File: config.mk
export PLATFORM = sky130hd
export DESIGN_NAME = ean13_barcode_encoder
export DESIGN_NICKNAME = d
export VERILOG_FILES = /design/src/rtl/ean13_pkg.sv /design/src/rtl/ean13_lane.sv /design/src/rtl/ean13_merge.sv /design/src/rtl/ean13_barcode_encoder.sv
export SDC_FILE = /design/constraint.sdc
export NUM_CORES = 1
export LEC_CHECK = 0
export BUFFER_PORTS_ARGS = -buffer_cell sky130_fd_sc_hd__buf_2
export CAP_MARGIN = 20
export CORE_AREA = 10 10 209 260
export DETAILED_ROUTE_END_ITERATION = 10
export DIE_AREA = 0 0 219 270
export PLACE_DENSITY_LB_ADDON = 0.12
export SLEW_MARGIN = 20
export SYNTH_ARGS = -nofsm -noshare
export SYNTH_HDL_FRONTEND = slang
export SYNTH_SLANG_ARGS = --single-unit
File: constraint.sdc
create_clock -name clk -period 11.8 [get_ports clk]
set_input_delay 2.36 -clock clk [delete_from_list [all_inputs] [get_ports clk]]
set_output_delay 2.36 -clock clk [all_outputs]
set_load 0.005 [all_outputs]
File: src/rtl/ean13_pkg.sv
`timescale 1ns / 1ps

package ean13_pkg;

    localparam int unsigned NUM_DIGITS  = 12;
    localparam int unsigned DIGIT_W     = 4;
    localparam int unsigned CODE_W      = 7;
    localparam int unsigned WEIGHT_W    = 5;
    localparam int unsigned SUM_W       = 8;
    localparam int unsigned NUM_LEFT    = 6;
    localparam int unsigned NUM_RIGHT   = 5;
    localparam int unsigned LEFT_W      = NUM_LEFT * CODE_W;
    localparam int unsigned RIGHT_W     = NUM_RIGHT * CODE_W;
    localparam int unsigned FIRST_RIGHT = 7;
    localparam int unsigned PARITY_W    = 6;
    localparam logic [PARITY_W-1:0] PARITY_RESET = 6'd38;

    localparam logic [2:0] EDGE_GUARD   = 3'b101;
    localparam logic [4:0] CENTER_GUARD = 5'b01010;

    typedef struct packed {
        logic triple;
        logic right;
        logic use_g;
    } lane_ctl_t;

    typedef struct packed {
        logic                err;
        logic [WEIGHT_W-1:0] weighted;
        logic [CODE_W-1:0]   code;
    } lane_res_t;

    function automatic logic [CODE_W-1:0] code_l(input logic [DIGIT_W-1:0] d);
        logic [CODE_W-1:0] c;
        case (d)
            4'd0:    c = 7'h0D;
            4'd1:    c = 7'h19;
            4'd2:    c = 7'h13;
            4'd3:    c = 7'h3D;
            4'd4:    c = 7'h23;
            4'd5:    c = 7'h31;
            4'd6:    c = 7'h2F;
            4'd7:    c = 7'h3B;
            4'd8:    c = 7'h37;
            4'd9:    c = 7'h0B;
            default: c = 7'h00;
        endcase
        return c;
    endfunction

    function automatic logic [CODE_W-1:0] code_g(input logic [DIGIT_W-1:0] d);
        logic [CODE_W-1:0] c;
        case (d)
            4'd0:    c = 7'h27;
            4'd1:    c = 7'h33;
            4'd2:    c = 7'h1B;
            4'd3:    c = 7'h21;
            4'd4:    c = 7'h1D;
            4'd5:    c = 7'h39;
            4'd6:    c = 7'h05;
            4'd7:    c = 7'h11;
            4'd8:    c = 7'h09;
            4'd9:    c = 7'h17;
            default: c = 7'h00;
        endcase
        return c;
    endfunction

    function automatic logic [CODE_W-1:0] code_r(input logic [DIGIT_W-1:0] d);
        logic [CODE_W-1:0] c;
        case (d)
            4'd0:    c = 7'h72;
            4'd1:    c = 7'h66;
            4'd2:    c = 7'h6C;
            4'd3:    c = 7'h42;
            4'd4:    c = 7'h5C;
            4'd5:    c = 7'h4E;
            4'd6:    c = 7'h50;
            4'd7:    c = 7'h44;
            4'd8:    c = 7'h48;
            4'd9:    c = 7'h74;
            default: c = 7'h00;
        endcase
        return c;
    endfunction

endpackage

File: src/rtl/ean13_lane.sv
`timescale 1ns / 1ps

module ean13_lane
(
    input  logic [ean13_pkg::DIGIT_W-1:0] digit,
    input  ean13_pkg::lane_ctl_t          ctl,
    output ean13_pkg::lane_res_t          res
);

    logic [ean13_pkg::WEIGHT_W-1:0] single;
    logic [ean13_pkg::WEIGHT_W-1:0] tripled;

    always_comb
    begin
        single  = {1'b0, digit};
        tripled = single + {digit, 1'b0};
        res.err = (digit > 4'd9);
        res.weighted = ctl.triple ? tripled : single;
        if (ctl.right)
        begin
            res.code = ean13_pkg::code_r(digit);
        end
        else if (ctl.use_g)
        begin
            res.code = ean13_pkg::code_g(digit);
        end
        else
        begin
            res.code = ean13_pkg::code_l(digit);
        end
    end

endmodule

File: src/rtl/ean13_merge.sv
`timescale 1ns / 1ps

module ean13_merge
(
    input  logic [ean13_pkg::SUM_W-1:0]   sum,
    input  logic                          err,
    input  logic [ean13_pkg::LEFT_W-1:0]  left_codes,
    input  logic [ean13_pkg::RIGHT_W-1:0] right_codes,
    output logic [30:0]                   pattern_high,
    output logic [63:0]                   pattern_low,
    output logic [3:0]                    check_digit
);

    logic [18:0] prod;
    logic [7:0]  quot;
    logic [7:0]  rem;
    logic [3:0]  chk;
    logic [94:0] full;

    // The sum stays below 256, where multiplying by 205 and dropping
    // eleven bits gives the exact quotient by ten.
    always_comb
    begin
        prod = 19'(sum) * 19'd205;
        quot = 8'(prod >> 11);
        rem  = sum - 8'(quot * 8'd10);
        chk  = (rem == 8'd0) ? 4'd0 : 4'(8'd10 - rem);
        full = {ean13_pkg::EDGE_GUARD, left_codes, ean13_pkg::CENTER_GUARD,
                right_codes, ean13_pkg::code_r(chk), ean13_pkg::EDGE_GUARD};
        if (err)
        begin
            pattern_high = '0;
            pattern_low  = '0;
            check_digit  = '0;
        end
        else
        begin
            pattern_high = full[94:64];
            pattern_low  = full[63:0];
            check_digit  = chk;
        end
    end

endmodule

File: src/rtl/ean13_barcode_encoder.sv
// An accepted digit word passes the lane, sum and result registers in turn.
// Throughput: one word per cycle while no result stalls; twelve digit lanes
// and a three-stage pipeline. A stalled result holds the pipeline; input is
// taken whenever a stage frees up. Reset (rst_n low, asynchronous) empties
// the pipeline and sets the parity register to 38.
`timescale 1ns / 1ps

module ean13_barcode_encoder
(
    input  logic        clk,
    input  logic        rst_n,
    input  logic        cfg_we,
    input  logic [5:0]  cfg_data,
    input  logic        digits_valid,
    output logic        digits_stall,
    input  logic [47:0] digits_bcd,
    output logic        result_valid,
    input  logic        result_stall,
    output logic [30:0] pattern_high,
    output logic [63:0] pattern_low,
    output logic [3:0]  check_digit,
    output logic        digit_error
);

    localparam int unsigned ND = ean13_pkg::NUM_DIGITS;
    localparam int unsigned CW = ean13_pkg::CODE_W;

    logic [ean13_pkg::PARITY_W-1:0] parity_reg;

    ean13_pkg::lane_res_t lane_res [ND];

    logic                           s1_valid_reg;
    logic                           s1_err_reg;
    logic [ean13_pkg::WEIGHT_W-1:0] s1_weight_reg [ND];
    logic [ean13_pkg::LEFT_W-1:0]   s1_left_reg;
    logic [ean13_pkg::RIGHT_W-1:0]  s1_right_reg;

    logic                           s2_valid_reg;
    logic                           s2_err_reg;
    logic [ean13_pkg::SUM_W-1:0]    s2_sum_reg;
    logic [ean13_pkg::LEFT_W-1:0]   s2_left_reg;
    logic [ean13_pkg::RIGHT_W-1:0]  s2_right_reg;

    logic                           result_valid_reg;
    logic [30:0]                    pattern_high_reg;
    logic [63:0]                    pattern_low_reg;
    logic [3:0]                     check_digit_reg;
    logic                           digit_error_reg;

    logic                           lane_err;
    logic [ean13_pkg::LEFT_W-1:0]   left_codes;
    logic [ean13_pkg::RIGHT_W-1:0]  right_codes;
    logic [ean13_pkg::SUM_W-1:0]    pair_sum [6];
    logic [ean13_pkg::SUM_W-1:0]    quad_sum [3];
    logic [ean13_pkg::SUM_W-1:0]    sum_next;
    logic [30:0]                    pattern_high_next;
    logic [63:0]                    pattern_low_next;
    logic [3:0]                     check_digit_next;

    logic adv_out;
    logic adv2;
    logic adv1;

    genvar gi;
    generate
        for (gi = 0; gi < ND; gi++)
        begin : g_lane
            ean13_pkg::lane_ctl_t ctl;
            if (gi >= 1 && gi <= ean13_pkg::NUM_LEFT)
            begin : g_left
                assign ctl.use_g = parity_reg[gi-1];
            end
            else
            begin : g_other
                assign ctl.use_g = 1'b0;
            end
            assign ctl.triple = ((gi % 2) == 1);
            assign ctl.right  = (gi >= ean13_pkg::FIRST_RIGHT);

            ean13_lane u_lane
            (
                .digit (digits_bcd[47-4*gi -: 4]),
                .ctl   (ctl),
                .res   (lane_res[gi])
            );
        end
    endgenerate

    always_comb
    begin
        lane_err    = 1'b0;
        left_codes  = '0;
        right_codes = '0;
        for (int i = 0; i < ND; i++)
        begin
            lane_err = lane_err | lane_res[i].err;
        end
        for (int k = 0; k < ean13_pkg::NUM_LEFT; k++)
        begin
            left_codes[ean13_pkg::LEFT_W-1-CW*k -: CW] = lane_res[k+1].code;
        end
        for (int k = 0; k < ean13_pkg::NUM_RIGHT; k++)
        begin
            right_codes[ean13_pkg::RIGHT_W-1-CW*k -: CW] =
                lane_res[k+ean13_pkg::FIRST_RIGHT].code;
        end
    end

    always_comb
    begin
        for (int k = 0; k < 6; k++)
        begin
            pair_sum[k] = ean13_pkg::SUM_W'(s1_weight_reg[2*k])
                        + ean13_pkg::SUM_W'(s1_weight_reg[2*k+1]);
        end
        for (int k = 0; k < 3; k++)
        begin
            quad_sum[k] = pair_sum[2*k] + pair_sum[2*k+1];
        end
        sum_next = quad_sum[0] + quad_sum[1] + quad_sum[2];
    end

    ean13_merge u_merge
    (
        .sum          (s2_sum_reg),
        .err          (s2_err_reg),
        .left_codes   (s2_left_reg),
        .right_codes  (s2_right_reg),
        .pattern_high (pattern_high_next),
        .pattern_low  (pattern_low_next),
        .check_digit  (check_digit_next)
    );

    assign adv_out      = !result_valid_reg || !result_stall;
    assign adv2         = !s2_valid_reg || adv_out;
    assign adv1         = !s1_valid_reg || adv2;
    assign digits_stall = !adv1;

    always_ff @(posedge clk or negedge rst_n)
    begin
        if (!rst_n)
        begin
            parity_reg       <= ean13_pkg::PARITY_RESET;
            s1_valid_reg     <= 1'b0;
            s2_valid_reg     <= 1'b0;
            result_valid_reg <= 1'b0;
        end
        else
        begin
            if (cfg_we)
            begin
                parity_reg <= cfg_data;
            end
            if (adv1)
            begin
                s1_valid_reg <= digits_valid;
            end
            if (adv2)
            begin
                s2_valid_reg <= s1_valid_reg;
            end
            if (adv_out)
            begin
                result_valid_reg <= s2_valid_reg;
            end
        end
    end

    always_ff @(posedge clk)
    begin
        if (adv1 && digits_valid)
        begin
            s1_err_reg   <= lane_err;
            s1_left_reg  <= left_codes;
            s1_right_reg <= right_codes;
            for (int i = 0; i < ND; i++)
            begin
                s1_weight_reg[i] <= lane_res[i].weighted;
            end
        end
        if (adv2 && s1_valid_reg)
        begin
            s2_err_reg   <= s1_err_reg;
            s2_sum_reg   <= sum_next;
            s2_left_reg  <= s1_left_reg;
            s2_right_reg <= s1_right_reg;
        end
        if (adv_out && s2_valid_reg)
        begin
            pattern_high_reg <= pattern_high_next;
            pattern_low_reg  <= pattern_low_next;
            check_digit_reg  <= check_digit_next;
            digit_error_reg  <= s2_err_reg;
        end
    end

    assign result_valid = result_valid_reg;
    assign pattern_high = pattern_high_reg;
    assign pattern_low  = pattern_low_reg;
    assign check_digit  = check_digit_reg;
    assign digit_error  = digit_error_reg;

    a_bad_word_zero: assert property (@(posedge clk) disable iff (!rst_n)
        result_valid && digit_error |->
            pattern_high == 31'd0 && pattern_low == 64'd0 && check_digit == 4'd0)
        else $error("bad digit word carries a nonzero pattern");

    a_check_range: assert property (@(posedge clk) disable iff (!rst_n)
        result_valid |-> check_digit <= 4'd9)
        else $error("check digit out of range");

    a_s2_held: assert property (@(posedge clk) disable iff (!rst_n)
        s2_valid_reg && !adv2 |=> s2_valid_reg && $stable(s2_sum_reg))
        else $error("middle stage lost a word under stall");

    a_accept_fills: assert property (@(posedge clk) disable iff (!rst_n)
        digits_valid && !digits_stall |=> s1_valid_reg)
        else $error("accepted word did not enter the lane stage");

endmodule
==> out/summary.md <==
- **Hold Crit Class** reg2reg
- **area share of the largest cell type after synthesis** 0.529
- **design area** 17,900 um2
- **effective utilization at floorplan** 0.316
- **startpoint of the tightest hold check path** s1_left_reg[11]
- **count of buffers inserted at the top-level ports** 143
- **Setup-failing EPs final** 0
- **Crit Path Category** reg2reg
- **number of standard cells in the final layout excluding fillers** 2,013
- **crit-path max FO** 9
- **setup repair after global routing missed its margin** no
- **vias in the first global route** 9,662
- **placer's final routability congestion estimate** 0.830
- **number of flip-flops under the largest register name** 54
- **clock latency of the later-clocked register in the worst-skew pair** 0.57 ns
- **count of standard-cell rows** 91
- **P&R area growth vs syn** 14.9%
- **DR WL/cell** 17.1 um
- **Ys Warns** 0
- **Post-Synthesis Cell Area** 15,600 um2
- **fraction of the yosys area taken by sequential cells** 0.544
- **crit path capture type** flop
- **H-Tree Level Count** 1
- **final max-slew violation count** 0
- **first-pass GRT wire length** 54,400 um
- **hold-fix buffer count after cts** 0
- **post-synthesis async set-or-reset flop share** 0.0318
- **placed insts** 1,952
- **global routing usage summed across all routing layers** 0.116
- **share of post-route cells with drive strength above 1** 0.157
- **final-stage net count** 1,612
- **count of flip-flops with a built-in enable after synthesis** 274
- **root buffer cell** sky130_fd_sc_hd__clkbuf_16
- **drt first pass iters** 4
- **max_cap viols** 0
- **DIE HEIGHT** 270 um
- **Sink Count** 283
- **number of cells upsized or downsized after cts** 0
- **standard cell area after detailed placement** 16,900 um2
- **Worst EP arrival** 8.03 ns
- **number of clock buffers inserted by TritonCTS** 31
- **largest net degree at the start of global routing** 66
- **maximum clock path buffer count** 3
- **post-synthesis sequential element count** 283
- **slew at the pin with the worst max-slew slack** 0.869 ns
- **Slowest-stage cell, CP** sky130_fd_sc_hd__fa_1
- **Routed Antenna Nets** 0
- **startpoint class of the critical path** flop
- **vias** 8,989
- **Post-CTS Repair Setup Buffers** 0
- **setup total negative slack** 0 ns
- **overall die area** 59,100 um2
- **highest cell delay on the worst timing path** 0.53 ns
- **Yosys top cell by area** sky130_fd_sc_hd__edfxtp_1
- **Area contributors post-synth** sky130_fd_sc_hd__edfxtp_1, sky130_fd_sc_hd__ha_1, sky130_fd_sc_hd__fa_1, sky130_fd_sc_hd__nor2b_1, sky130_fd_sc_hd__inv_1
- **CTS tree** built
- **endpoint of the worst register-to-register path** pattern_low[5]
- **die width** 219 um
- **Hold Path Sink** s2_left_reg[11]
- **Top cell by count, worst path** sky130_fd_sc_hd__ha_1
- **Std-Cell Core Area** 49,200 um2
- **Routed Wire Length** 34,400 um
- **drt first-iter violations** 348
- **result of the run** completed
- **io pins** 161
- **start of the worst register-to-register path** s2_sum_reg[2]
- **leftover overflow at the end of global routing** 0
- **share of the clock period used by the worst path** 0.653
- **vias per std cell** 4.47
- **final hold violations** 0
- **R2R depth** 31
- **DRC Markers** 0
- **number of cells traversed by the worst hold path** 0
- **worst relative slew slack** 0.421
- **endpoint required time on the critical path** 12.12 ns
- **clock edge transition at the registers on the reported setup and hold paths** 0.06 ns
- **instance count of the mapped netlist** 1,197
- **f_max** 0.130 GHz
- **antenna violations before repair** 5
- **DP HPWL** 25,200 um
- **Main synth FF type** sky130_fd_sc_hd__edfxtp_1
- **maximum clock skew at final layout** 0.0176 ns
- **worst setup slack for register-to-register paths** 4.09 ns
- **Final min period** 7.71 ns
- **number of distinct library cell variants in the gate-level netlist after synthesis** 56
- **Syn Area/Cell** 13.0 um2
==> cells by family after synthesis <==
kind of cell | Yosys count | synth area share
multiplexers | 28 | 0.0187
flip-flops | 283 | 0.544
XOR/XNOR | 38 | 0.0219
buffers and inverters | 165 | 0.0451
adder cells (fa/ha/maj) | 219 | 0.205
AND/OR/NAND/NOR | 251 | 0.0823
AO/OA/AOI/OAI | 212 | 0.0834
other | 1 | 0.000241
==> stage by stage <==
step                setup WS [ns]  utilization  hold WS (ns)
CTS                          4.07        0.363         0.415
detailed placement           4.11        0.343         0.406
floorplan                    3.17            -         0.400
finish                       4.09        0.363         0.414
global placement             4.24        0.343         0.401
global route                 3.63        0.363         0.421
==> metal layers <==
| layer | global-route usage | wire length [um] |
|---|---|---|
| met4 | 0.0296 | 614 |
| met5 | 0 | 28 |
| met2 | 0.210 | 18000 |
| met3 | 0.0201 | 1320 |
| met1 | 0.139 | 14500 |
==> placed cells by master (no fill, tap or decap), types with 24 or more instances in the layout <==
master                      netlist  final
sky130_fd_sc_hd__edfxtp_1       274    274
sky130_fd_sc_hd__ha_1           160    160
sky130_fd_sc_hd__buf_2            0    143
sky130_fd_sc_hd__inv_1          103    103
sky130_fd_sc_hd__nor2b_1         75     75
sky130_fd_sc_hd__nor2_1          73     73
sky130_fd_sc_hd__o21ai_0         71     71
sky130_fd_sc_hd__a21oi_1         61     61
sky130_fd_sc_hd__fa_1            59     59
sky130_fd_sc_hd__nand2_1         37     37
sky130_fd_sc_hd__clkbuf_16        0     31
sky130_fd_sc_hd__nand2b_1        24     24
==> synthesized netlist by cell type (2+ instances only) <==
master / number
sky130_fd_sc_hd__and2_1: 4
sky130_fd_sc_hd__xnor2_1: 20
sky130_fd_sc_hd__and3_1: 3
sky130_fd_sc_hd__nand2_1: 37
sky130_fd_sc_hd__ha_1: 160
sky130_fd_sc_hd__o21ai_0: 71
sky130_fd_sc_hd__o31ai_1: 2
sky130_fd_sc_hd__a211oi_2: 2
sky130_fd_sc_hd__nor3_1: 8
sky130_fd_sc_hd__o211ai_1: 2
sky130_fd_sc_hd__o221ai_1: 2
sky130_fd_sc_hd__a31oi_1: 2
sky130_fd_sc_hd__buf_4: 22
sky130_fd_sc_hd__edfxtp_1: 274
sky130_fd_sc_hd__nand3_1: 9
sky130_fd_sc_hd__o21bai_1: 4
sky130_fd_sc_hd__a211oi_1: 10
sky130_fd_sc_hd__or3_1: 3
sky130_fd_sc_hd__xor2_1: 17
sky130_fd_sc_hd__o32ai_1: 3
sky130_fd_sc_hd__nor2b_1: 75
sky130_fd_sc_hd__dfstp_2: 3
sky130_fd_sc_hd__nor2_1: 73
sky130_fd_sc_hd__o21a_1: 3
sky130_fd_sc_hd__o22a_1: 4
sky130_fd_sc_hd__or2_2: 3
sky130_fd_sc_hd__fa_1: 59
sky130_fd_sc_hd__a21o_1: 12
sky130_fd_sc_hd__clkbuf_1: 38
sky130_fd_sc_hd__nand4_1: 5
sky130_fd_sc_hd__dfrtp_1: 6
sky130_fd_sc_hd__a21oi_1: 61
sky130_fd_sc_hd__mux2_2: 8
sky130_fd_sc_hd__inv_1: 103
sky130_fd_sc_hd__nand2b_1: 24
sky130_fd_sc_hd__nand3b_1: 5
sky130_fd_sc_hd__o22ai_1: 20
sky130_fd_sc_hd__clkinv_1: 2
sky130_fd_sc_hd__o221a_1: 2
sky130_fd_sc_hd__mux2i_1: 20
==> worst max path at each step <==
stage | cells after the start | endpoint | startpoint | slack, ns
after global placement | 31 | pattern_low[5] | s2_sum_reg[0] | 4.24
after global routing | 30 | pattern_low[5] | s2_sum_reg[2] | 3.63
final | 31 | pattern_low[5] | s2_sum_reg[2] | 4.09
after floorplan | 1 | check_digit[0] | result_stall | 3.17
after CTS | 31 | pattern_low[5] | s2_sum_reg[2] | 4.07
after detailed placement | 31 | pattern_low[5] | s2_sum_reg[2] | 4.11
==> layout make-up <==
class,instances,area (um2)
Multi-Input combinational cell,765,6470
Clock buffer,43,851
Clock inverter,15,124
Inverter,105,394
Antenna cell,3,7.51
Tap cell,651,815
Timing Repair Buffer,148,753
Fill cell,4891,31300
Sequential cell,283,8460
==> worst max-delay path: cells and delay by family, from the launching register on <==
family	cells	cell delay (ns)
buffers and inverters	3	0.14
xor gates and xnor gates	3	0.59
and+or+nand+nor	3	0.56
DFF	1	0.49
adders and majority gates	10	3.54
AOI/OAI and AO/OA	12	2.12
Power is left out: the tool's default activity adds up to more than one toggle a clock period on the data nets, which glitch-free logic cannot reach.
